### src/rpy_pkg.sv
// Package: fixed-point coefficients, widths and shared types for the RGB pair to YUYV converter.
`timescale 1ns / 1ps

package rpy_pkg;

    // Fraction bits of the fixed-point coefficients (valid range 10..24)
    localparam int COEF_FRAC_BITS = 16;

    // Every coefficient magnitude is below one, so it fits in the fraction bits
    localparam int COEF_W = COEF_FRAC_BITS;
    // Unsigned product of an 8-bit component and a coefficient
    localparam int PROD_W = COEF_W + 8;
    // Signed sum: covers -1024 up to just under +1024 in integer units
    localparam int SUM_W  = COEF_FRAC_BITS + 11;

    typedef logic [COEF_W-1:0]        t_coef;
    typedef logic [PROD_W-1:0]        t_prod;
    typedef logic signed [SUM_W-1:0]  t_sum;

    // Coefficient from a magnitude in units of 1e-5, rounded to nearest
    function automatic longint coef_of(input longint m);
        return ((m <<< COEF_FRAC_BITS) + 64'sd50000) / 64'sd100000;
    endfunction

    // Integer value moved to the fixed-point grid
    function automatic t_sum to_fx(input longint v);
        return t_sum'(v <<< COEF_FRAC_BITS);
    endfunction

    // Luma coefficients
    localparam t_coef K_Y_R = t_coef'(coef_of(64'sd21260));
    localparam t_coef K_Y_G = t_coef'(coef_of(64'sd71520));
    localparam t_coef K_Y_B = t_coef'(coef_of(64'sd7220));
    // Blue-difference chroma coefficients (magnitudes; R and G subtract)
    localparam t_coef K_U_R = t_coef'(coef_of(64'sd9991));
    localparam t_coef K_U_G = t_coef'(coef_of(64'sd33609));
    localparam t_coef K_U_B = t_coef'(coef_of(64'sd43600));
    // Red-difference chroma coefficients (magnitudes; G and B subtract)
    localparam t_coef K_V_R = t_coef'(coef_of(64'sd61500));
    localparam t_coef K_V_G = t_coef'(coef_of(64'sd55861));
    localparam t_coef K_V_B = t_coef'(coef_of(64'sd5639));

    // Output ranges
    localparam logic [7:0] LUMA_LO   = 8'h10;
    localparam logic [7:0] LUMA_HI   = 8'hF0;
    localparam logic [7:0] CHROMA_LO = 8'h00;
    localparam logic [7:0] CHROMA_HI = 8'hFF;
    localparam longint     CHROMA_OFS = 64'sd128;

    // Range limits and chroma offset on the fixed-point grid
    localparam t_sum LUMA_LO_FX   = to_fx(longint'(LUMA_LO));
    localparam t_sum LUMA_HI_FX   = to_fx(longint'(LUMA_HI));
    localparam t_sum CHROMA_LO_FX = to_fx(longint'(CHROMA_LO));
    localparam t_sum CHROMA_HI_FX = to_fx(longint'(CHROMA_HI));
    localparam t_sum CHROMA_OFS_FX = to_fx(CHROMA_OFS);

    // Per-stage load enables handed from the pipeline control to the datapath
    typedef struct packed {
        logic s1;   // products
        logic s2;   // sums
        logic s3;   // clamp and truncate
    } t_pipe_en;

endpackage

### src/rpy_if.sv
// Interfaces: valid/ready channels for RGB pixel pairs and YUYV results.
`timescale 1ns / 1ps

// Two adjacent RGB pixels per transaction
interface rpy_in_if;
    logic       valid;
    logic       ready;
    logic [7:0] red_a;
    logic [7:0] green_a;
    logic [7:0] blue_a;
    logic [7:0] red_b;
    logic [7:0] green_b;
    logic [7:0] blue_b;

    modport source (output valid, output red_a, output green_a, output blue_a,
                    output red_b, output green_b, output blue_b, input ready);
    modport sink   (input valid, input red_a, input green_a, input blue_a,
                    input red_b, input green_b, input blue_b, output ready);
endinterface

// One packed YUYV pair per transaction
interface rpy_out_if;
    logic       valid;
    logic       ready;
    logic [7:0] luma_a;
    logic [7:0] chroma_blue;
    logic [7:0] luma_b;
    logic [7:0] chroma_red;

    modport source (output valid, output luma_a, output chroma_blue,
                    output luma_b, output chroma_red, input ready);
    modport sink   (input valid, input luma_a, input chroma_blue,
                    input luma_b, input chroma_red, output ready);
endinterface

### src/rpy_pixel_conv.sv
// Module: three-stage RGB to Y/U/V datapath for one pixel (products, sums, clamp).
`timescale 1ns / 1ps

module rpy_pixel_conv (
    input  logic            i_clk,
    input  rpy_pkg::t_pipe_en i_en,
    input  logic [7:0]      i_red,
    input  logic [7:0]      i_green,
    input  logic [7:0]      i_blue,
    output logic [7:0]      o_luma,
    output logic [7:0]      o_cb,
    output logic [7:0]      o_cr
);

    // Stage 1 registers: unsigned products
    rpy_pkg::t_prod r_py_r, r_py_g, r_py_b;
    rpy_pkg::t_prod r_pu_r, r_pu_g, r_pu_b;
    rpy_pkg::t_prod r_pv_r, r_pv_g, r_pv_b;

    // Stage 2 registers: signed fixed-point sums
    rpy_pkg::t_sum r_sy, r_su, r_sv;
    rpy_pkg::t_sum n_sy, n_su, n_sv;

    // Stage 3 registers: clamped integer results
    logic [7:0] r_luma, r_cb, r_cr;
    logic [7:0] n_luma, n_cb, n_cr;

    // Saturate to lo..hi, otherwise drop the fraction bits
    function automatic logic [7:0] clamp_trunc(
        input rpy_pkg::t_sum v,
        input rpy_pkg::t_sum lo_fx,
        input rpy_pkg::t_sum hi_fx,
        input logic [7:0]    lo,
        input logic [7:0]    hi
    );
        logic [7:0] res;
        if (v > hi_fx) begin
            res = hi;
        end else if (v < lo_fx) begin
            res = lo;
        end else begin
            res = v[rpy_pkg::COEF_FRAC_BITS +: 8];
        end
        return res;
    endfunction

    // Stage 1: one multiplier per coefficient
    always_ff @(posedge i_clk) begin
        if (i_en.s1) begin
            r_py_r <= rpy_pkg::t_prod'(i_red)   * rpy_pkg::t_prod'(rpy_pkg::K_Y_R);
            r_py_g <= rpy_pkg::t_prod'(i_green) * rpy_pkg::t_prod'(rpy_pkg::K_Y_G);
            r_py_b <= rpy_pkg::t_prod'(i_blue)  * rpy_pkg::t_prod'(rpy_pkg::K_Y_B);
            r_pu_r <= rpy_pkg::t_prod'(i_red)   * rpy_pkg::t_prod'(rpy_pkg::K_U_R);
            r_pu_g <= rpy_pkg::t_prod'(i_green) * rpy_pkg::t_prod'(rpy_pkg::K_U_G);
            r_pu_b <= rpy_pkg::t_prod'(i_blue)  * rpy_pkg::t_prod'(rpy_pkg::K_U_B);
            r_pv_r <= rpy_pkg::t_prod'(i_red)   * rpy_pkg::t_prod'(rpy_pkg::K_V_R);
            r_pv_g <= rpy_pkg::t_prod'(i_green) * rpy_pkg::t_prod'(rpy_pkg::K_V_G);
            r_pv_b <= rpy_pkg::t_prod'(i_blue)  * rpy_pkg::t_prod'(rpy_pkg::K_V_B);
        end
    end

    // Stage 2: exact sums, chroma carries the 128 offset
    always_comb begin
        n_sy = rpy_pkg::t_sum'(r_py_r) + rpy_pkg::t_sum'(r_py_g)
             + rpy_pkg::t_sum'(r_py_b);
        n_su = rpy_pkg::CHROMA_OFS_FX - rpy_pkg::t_sum'(r_pu_r)
             - rpy_pkg::t_sum'(r_pu_g) + rpy_pkg::t_sum'(r_pu_b);
        n_sv = rpy_pkg::CHROMA_OFS_FX + rpy_pkg::t_sum'(r_pv_r)
             - rpy_pkg::t_sum'(r_pv_g) - rpy_pkg::t_sum'(r_pv_b);
    end

    always_ff @(posedge i_clk) begin
        if (i_en.s2) begin
            r_sy <= n_sy;
            r_su <= n_su;
            r_sv <= n_sv;
        end
    end

    // Stage 3: saturate and truncate
    always_comb begin
        n_luma = clamp_trunc(r_sy, rpy_pkg::LUMA_LO_FX, rpy_pkg::LUMA_HI_FX,
                             rpy_pkg::LUMA_LO, rpy_pkg::LUMA_HI);
        n_cb   = clamp_trunc(r_su, rpy_pkg::CHROMA_LO_FX, rpy_pkg::CHROMA_HI_FX,
                             rpy_pkg::CHROMA_LO, rpy_pkg::CHROMA_HI);
        n_cr   = clamp_trunc(r_sv, rpy_pkg::CHROMA_LO_FX, rpy_pkg::CHROMA_HI_FX,
                             rpy_pkg::CHROMA_LO, rpy_pkg::CHROMA_HI);
    end

    always_ff @(posedge i_clk) begin
        if (i_en.s3) begin
            r_luma <= n_luma;
            r_cb   <= n_cb;
            r_cr   <= n_cr;
        end
    end

    assign o_luma = r_luma;
    assign o_cb   = r_cb;
    assign o_cr   = r_cr;

endmodule

### src/rgb_pair_to_yuyv.sv
// Top level: pipelined RGB pixel pair to packed YUYV 4:2:2 converter.
`timescale 1ns / 1ps
//
// Usage
//   i_pix carries two horizontally adjacent 8-bit RGB pixels per transaction.
//   o_yuv carries one packed YUYV pair: luma of each pixel (16..240) and the
//   floor average of both pixels' U and V (0..255, offset 128).
// Pipeline and throughput
//   Four register stages: products, sums, clamp, chroma average/output.
//   One pixel pair per cycle sustained while o_yuv.ready stays high; each
//   stage holds one transaction and the depth is set by the multiply, sum,
//   clamp and chroma average stages.
// Reset
//   i_rst_n (synchronous, active low) clears all stage valid bits; no
//   results are pending afterwards and i_pix.ready is high.
// Stall
//   When o_yuv.ready is low the output holds; earlier stages keep filling
//   empty slots and i_pix.ready drops only when every stage is occupied.
//   Nothing is lost or repeated.
//
module rgb_pair_to_yuyv (
    input  logic i_clk,
    input  logic i_rst_n,
    rpy_in_if.sink    i_pix,
    rpy_out_if.source o_yuv
);

    // Stage valid bits
    logic r_v1, r_v2, r_v3, r_v4;
    logic en4;
    rpy_pkg::t_pipe_en en;

    // Per-pixel results from stage 3
    logic [7:0] luma_a, cb_a, cr_a;
    logic [7:0] luma_b, cb_b, cr_b;

    // Output registers
    logic [7:0] r_luma_a, r_luma_b, r_chroma_blue, r_chroma_red;
    logic [8:0] n_cb_sum, n_cr_sum;

    // A stage loads when it is empty or its contents move on
    always_comb begin
        en4  = !r_v4 || o_yuv.ready;
        en.s3 = !r_v3 || en4;
        en.s2 = !r_v2 || en.s3;
        en.s1 = !r_v1 || en.s2;
    end

    assign i_pix.ready = en.s1;

    // Valid bits follow the data
    always_ff @(posedge i_clk) begin
        if (!i_rst_n) begin
            r_v1 <= 1'b0;
            r_v2 <= 1'b0;
            r_v3 <= 1'b0;
            r_v4 <= 1'b0;
        end else begin
            if (en.s1) r_v1 <= i_pix.valid;
            if (en.s2) r_v2 <= r_v1;
            if (en.s3) r_v3 <= r_v2;
            if (en4)   r_v4 <= r_v3;
        end
    end

    // Pixel datapaths
    rpy_pixel_conv u_conv_a (
        .i_clk   (i_clk),
        .i_en    (en),
        .i_red   (i_pix.red_a),
        .i_green (i_pix.green_a),
        .i_blue  (i_pix.blue_a),
        .o_luma  (luma_a),
        .o_cb    (cb_a),
        .o_cr    (cr_a)
    );

    rpy_pixel_conv u_conv_b (
        .i_clk   (i_clk),
        .i_en    (en),
        .i_red   (i_pix.red_b),
        .i_green (i_pix.green_b),
        .i_blue  (i_pix.blue_b),
        .o_luma  (luma_b),
        .o_cb    (cb_b),
        .o_cr    (cr_b)
    );

    // Stage 4: floor average of the chroma pair
    always_comb begin
        n_cb_sum = {1'b0, cb_a} + {1'b0, cb_b};
        n_cr_sum = {1'b0, cr_a} + {1'b0, cr_b};
    end

    always_ff @(posedge i_clk) begin
        if (en4) begin
            r_luma_a      <= luma_a;
            r_luma_b      <= luma_b;
            r_chroma_blue <= n_cb_sum[8:1];
            r_chroma_red  <= n_cr_sum[8:1];
        end
    end

    assign o_yuv.valid       = r_v4;
    assign o_yuv.luma_a      = r_luma_a;
    assign o_yuv.chroma_blue = r_chroma_blue;
    assign o_yuv.luma_b      = r_luma_b;
    assign o_yuv.chroma_red  = r_chroma_red;

endmodule
### src/flat_wrapper.sv
// flat-port wrapper written by rule: the top's interface ports become plain ports
module rgb_pair_to_yuyv_flat 
  (i_clk, i_rst_n, i_pix_valid, i_pix_red_a, i_pix_green_a, i_pix_blue_a, i_pix_red_b, i_pix_green_b, i_pix_blue_b, i_pix_ready, o_yuv_valid, o_yuv_luma_a, o_yuv_chroma_blue, o_yuv_luma_b, o_yuv_chroma_red, o_yuv_ready);
  rpy_in_if i_pix_i ();
  rpy_out_if o_yuv_i ();
  input  logic i_clk;
  input  logic i_rst_n;
  input wire logic [$bits(i_pix_i.valid)-1:0] i_pix_valid;
  input wire logic [$bits(i_pix_i.red_a)-1:0] i_pix_red_a;
  input wire logic [$bits(i_pix_i.green_a)-1:0] i_pix_green_a;
  input wire logic [$bits(i_pix_i.blue_a)-1:0] i_pix_blue_a;
  input wire logic [$bits(i_pix_i.red_b)-1:0] i_pix_red_b;
  input wire logic [$bits(i_pix_i.green_b)-1:0] i_pix_green_b;
  input wire logic [$bits(i_pix_i.blue_b)-1:0] i_pix_blue_b;
  output wire logic [$bits(i_pix_i.ready)-1:0] i_pix_ready;
  output wire logic [$bits(o_yuv_i.valid)-1:0] o_yuv_valid;
  output wire logic [$bits(o_yuv_i.luma_a)-1:0] o_yuv_luma_a;
  output wire logic [$bits(o_yuv_i.chroma_blue)-1:0] o_yuv_chroma_blue;
  output wire logic [$bits(o_yuv_i.luma_b)-1:0] o_yuv_luma_b;
  output wire logic [$bits(o_yuv_i.chroma_red)-1:0] o_yuv_chroma_red;
  input wire logic [$bits(o_yuv_i.ready)-1:0] o_yuv_ready;
  assign i_pix_i.valid = i_pix_valid;
  assign i_pix_i.red_a = i_pix_red_a;
  assign i_pix_i.green_a = i_pix_green_a;
  assign i_pix_i.blue_a = i_pix_blue_a;
  assign i_pix_i.red_b = i_pix_red_b;
  assign i_pix_i.green_b = i_pix_green_b;
  assign i_pix_i.blue_b = i_pix_blue_b;
  assign i_pix_ready = i_pix_i.ready;
  assign o_yuv_valid = o_yuv_i.valid;
  assign o_yuv_luma_a = o_yuv_i.luma_a;
  assign o_yuv_chroma_blue = o_yuv_i.chroma_blue;
  assign o_yuv_luma_b = o_yuv_i.luma_b;
  assign o_yuv_chroma_red = o_yuv_i.chroma_red;
  assign o_yuv_i.ready = o_yuv_ready;
  rgb_pair_to_yuyv u_core (.i_clk(i_clk), .i_rst_n(i_rst_n), .i_pix(i_pix_i), .o_yuv(o_yuv_i));
endmodule
### config.mk
export PLATFORM = sky130hd
export DESIGN_NAME = rgb_pair_to_yuyv_flat
export DESIGN_NICKNAME = d
export VERILOG_FILES = /design/src/rpy_pkg.sv /design/src/rpy_if.sv /design/src/rpy_pixel_conv.sv /design/src/rgb_pair_to_yuyv.sv /design/src/flat_wrapper.sv
export SDC_FILE = /design/constraint.sdc
export NUM_CORES = 2
export LEC_CHECK = 0
export ABC_AREA = 1
export BUFFER_PORTS_ARGS = -buffer_cell sky130_fd_sc_hd__buf_2
export CAP_MARGIN = 0
export CORE_MARGIN = 4
export CORE_UTILIZATION = 40
export CTS_CLUSTER_DIAMETER = 150
export DETAILED_ROUTE_END_ITERATION = 12
export PLACE_DENSITY = 0.6
export SKIP_CTS_REPAIR_TIMING = 1
export SLEW_MARGIN = 20
export SYNTH_ARGS = -nofsm -noshare
export SYNTH_HDL_FRONTEND = slang
export SYNTH_SLANG_ARGS = --single-unit
### constraint.sdc
create_clock -name i_clk -period 15.2 [get_ports i_clk]
set_input_delay 0.76 -clock i_clk [delete_from_list [all_inputs] [get_ports i_clk]]
set_output_delay 0.76 -clock i_clk [all_outputs]
set_load 0.01 [all_outputs]
Yosys cells after proc, flatten, opt, wreduce, memory -nomap -nowiden
Index checks and enable logic that the tools add are counted.
Widths: inputs -> output; s select.

operators by class
  add/subtract/negate cells = 18
  $mul = 18
  divide/modulo/power cells = 0
  order comparisons = 12
  equal/unequal tests = 0
  shifts and indexed selects = 0
  muxes and demuxes = 6
  bitwise operators = 0
  reductions and logical operators = 10

operators by type and width
  cell                    count
  $gt 27x25->1 const B    6
  $mul 8x16->24 const B   6
  $mul 8x14->22 const B   6
  $lt 27x1->1 const B     4
  $sub 25x24->26          4
  $mul 8x11->19 const B   4
  $add 26x24->27          2
  $lt 27x22->1 const B    2
  $sub 26x21->27          2
  $add 25x21->26          2
  $add 22x24->25          2
  $add 24x24->25 const A  2
  $sub 24x21->25 const A  2
  $mux 8                  6
  $mul 8x8->16 const B    2
  $add 8x8->9             2
  $logic_not 1->1         4
  $logic_or 1x1->1        4
  $reduce_or 2->1         2

storage, ports and cells
  register bits = 630
  latch bits = 0
  RAM bits = 0
  memory bits (read-only) = 0
  input port bits = 52
  output and inout bits = 34
  logic and storage cells = 104
  memories kept = 0

Depth between registers and ports, before layout
  depth in word-level cells = 5
  depth in mapped cells = 25
  gate-level depth less buffers = 25

Modules after synthesis
From an unflattened synthesis, not the netlist that was laid out.

unflattened totals
  cell total of the unflattened synthesis = 6576
  area, all modules = 61620.3 sq um

modules (own cells, without submodules)
  module                            instances  cells an instance  area each (sq um)  sequential area each (sq um)
  rpy_pixel_conv (u_core.u_conv_a)  1          3248               30022.5            8287.9
  rpy_pixel_conv (u_core.u_conv_b)  1          3157               29811.1            8287.9
  rgb_pair_to_yuyv                  1          171                1786.7             1041.0

Worst setup path before layout
No wires, ideal clock.

  kind = input port to output port
  start = in o_yuv_ready
  end = out i_pix_ready
  arrival = 10.174 ns
  data required time = 14.440 ns
  setup slack = 4.266 ns
  stages = 6
  path buffers = 0
  path through = nor2_1 > inv_1 > nor2_1 > inv_1 > nor2_1 > nand2_1

RTL lines
  what             RTL line            source
  start, declared  flat_wrapper.sv:21  input wire logic [$bits(o_yuv_i.ready)-1:0] o_yuv_ready;
  end, declared    flat_wrapper.sv:15  output wire logic [$bits(i_pix_i.ready)-1:0] i_pix_ready;

==> flow_summary.toml <==
[outcome]
outcome = "finished clean"

[synthesis]
synth_cell_types = 56
async_reset_ff_share_pct = 0
synth.net_count = 8066
ys_seq_elements = 588
syn_area_um2 = 61500
yosys_warnings = 0
yosysMostFrequentCell = "inv_1"
synth-edff-count = 584
seq_area_frac_synth_pct = 28.7
synth_area_leaders = "edfxtp_1 (29%), ha_1 (20%), fa_1 (16%), inv_1 (8.5%), nand2_1 (6.0%)"
synth_top_area_share_pct = 28.5
synth_top_area_cell = "edfxtp_1"
synth_common_cells = "inv_1 (1399), ha_1 (1001), nand2_1 (990)"
synth-main-ff-cell = "edfxtp_1"
postSynthAreaPerCell_um2 = 9.41
synthCells = 6529

[critical_path]
crit_end = "u_core.u_conv_a.r_py_b[19]"
reg2regPathDepth = 11
startpoint = "u_core.o_yuv.valid"
start_kind = "flip-flop"
reg2reg_from = "u_core.o_yuv.valid"
reg2reg_to = "u_core.u_conv_a.r_py_b[19]"
worstPathArrival_ns = 4.87
path_max_fanout = 142
rrSetupSlack_ns = 10.62
worstPathRequired_ns = 15.49
crit_path_end_kind = "flip-flop"
path_class = "reg -> reg"

[timing]
tns_ns = 0
fin_hold_ws_ns = 0.391
fin_crit_sh_pct = 30.1
min_period_ns = 4.58
finalHoldViolCount = 0
fmax_mhz = 218
rsz0062_at_grt = "no"
max_slew_margin_pct = 38.7
worst_slew_pin_slew_ns = 0.905
setup_violations = 0
slew_violations = 0
post-route-worst-setup-slack_ns = 10.62
final.setup_skew_ns = 0.0375

[cts]
clock_latency_ns = 0.68
root_buffer = "clkbuf_16"
cts.htree.levels = 3
cts_tree = "built"
cts_max_path_buffers = 3
cts.sinks = 588
clkTransAtPathRegs_ns = 0.05
numCtsBuffers = 72

[die]
rows = 143
initial_utilization_pct = 40.4
top_level_ports = 86
die_x_um = 400
die_height_um = 400
die_area_um2 = 160000
fp.coreArea_um2 = 152000

[route]
ant_nets = 0
vias = 44491
drtIter0Drc = 2986
vias_per_cell = 5.06
drc_errors = 0
drtPass1Iterations = 6
wl_per_cell_um = 18.5
routed_wl_mm = 162

[final_layout]
area_delta_synth_final_pct = 9.05
layout-drive-gt1-share_pct = 4.52
fin_area_um2 = 67000
final_nets = 8229

[global_routing]
grt_usage_pct = 20.7
grt_pass1_vias = 45258
grt_pass1_wl_mm = 257
grt-ovfl-total = 0
antenna_found_initial = 9
grt_max_degree = 143

[placed_design]
placedInstanceArea_um2 = 64500
dpl.hpwl_mm = 137
post-place-ws_ns = 10.03
place_congestion = 0.942
numPortBuffers = 85

[job]
maxCapViolCount = 0

[worst_hold_path]
hold_class = "in -> reg"
[cells by family (layout without fill, tap and decap cells)]
logic type | count (synthesis) | count (layout) | synth area share [%]
compound gates | 870 | 870 | 8.03
flops | 588 | 588 | 28.7
other cells | 0 | 5 | 0
fa+ha+maj | 1485 | 1485 | 36.1
buf+inv | 1409 | 1631 | 8.60
simple gates | 1722 | 1722 | 12.1
xor+xnor | 455 | 455 | 6.48
[critical path, stage by stage, from the launching register on]
cell     delay (ns)
dfxtp_1        0.31
inv_1          0.05
nor2_1         0.04
inv_2          0.04
buf_4          0.50
nor2_1         0.11
inv_2          0.07
buf_4          0.65
nor2_1         0.30
nand2_4        0.65
buf_12         0.54
buf_12         0.54
[placed cells by master (no fill, tap or decap), types with 11 or more instances in the layout]
cell type  count
inv_1       1396
a31oi_1       32
edfxtp_1     584
o31ai_1       14
o21ai_1       13
o2111ai_1     12
nor2_1       273
nor4_1        41
nand2_2       18
clkbuf_16     73
or2_2         13
nor2_2        16
o21a_1        15
a21boi_0      11
ha_1        1001
o21bai_1      23
clkinv_2      12
buf_2         85
xor2_1       317
o211ai_1      15
nand3_1      203
o21ai_0      189
nor3_1        50
nand2_1      989
a21oi_1      445
fa_1         484
xnor2_1      138
a21o_1        56
nand4_1       78
[flip-flops by register name, summed over array words and instances (netlist names), 26 cells and up]
name,flops
u_core.u_conv_a.r_su,26
u_core.u_conv_a.r_sv,27
u_core.u_conv_b.r_su,26
u_core.u_conv_b.r_sv,27
[layout make-up]
class	instances	area, µm²
multi-input combinational	4532	38600
timing repair buffer	91	495
clock inverter	53	659
inverter	1407	5290
sequential	588	17600
antenna	5	12.5
clock buffer	80	1850
fill	14696	85200
tap	2030	2540
[metal layers]
layer / wire (µm) / vias up / GRT usage, %
li1: - / 21850 / -
met1: 79600 / 21428 / 30.9
met2: 70500 / 1061 / 32.1
met3: 10100 / 150 / 2.95
met4: 2250 / 2 / 3.72
met5: 6 / - / 0
[how the worst min path moves through the flow]
stage | from | end | cells past startpoint
2_1_floorplan | u_core.u_conv_a.o_luma[0] | u_core.o_yuv.luma_a[0] | 0
3_3_place_gp | u_core.u_conv_b.o_luma[0] | u_core.o_yuv.luma_b[0] | 0
3_5_place_dp | u_core.u_conv_b.o_luma[0] | u_core.o_yuv.luma_b[0] | 0
4_1_cts | i_rst_n | u_core.r_v2 | 2
5_1_grt | i_rst_n | u_core.r_v2 | 2
6_report | i_rst_n | u_core.r_v2 | 2
[stage by stage]
| step | cells | util (%) |
|---|---|---|
| global placement | 8648 | 42.4 |
| CTS | 8781 | 44.0 |
| floorplan | 6529 | - |
| global route | 8782 | 44.0 |
| detailed placement | 8648 | 42.4 |
| finish | 8786 | 44.0 |
Power is left out: the tool's default activity adds up to more than one toggle a clock period on the data nets, which glitch-free logic cannot reach.
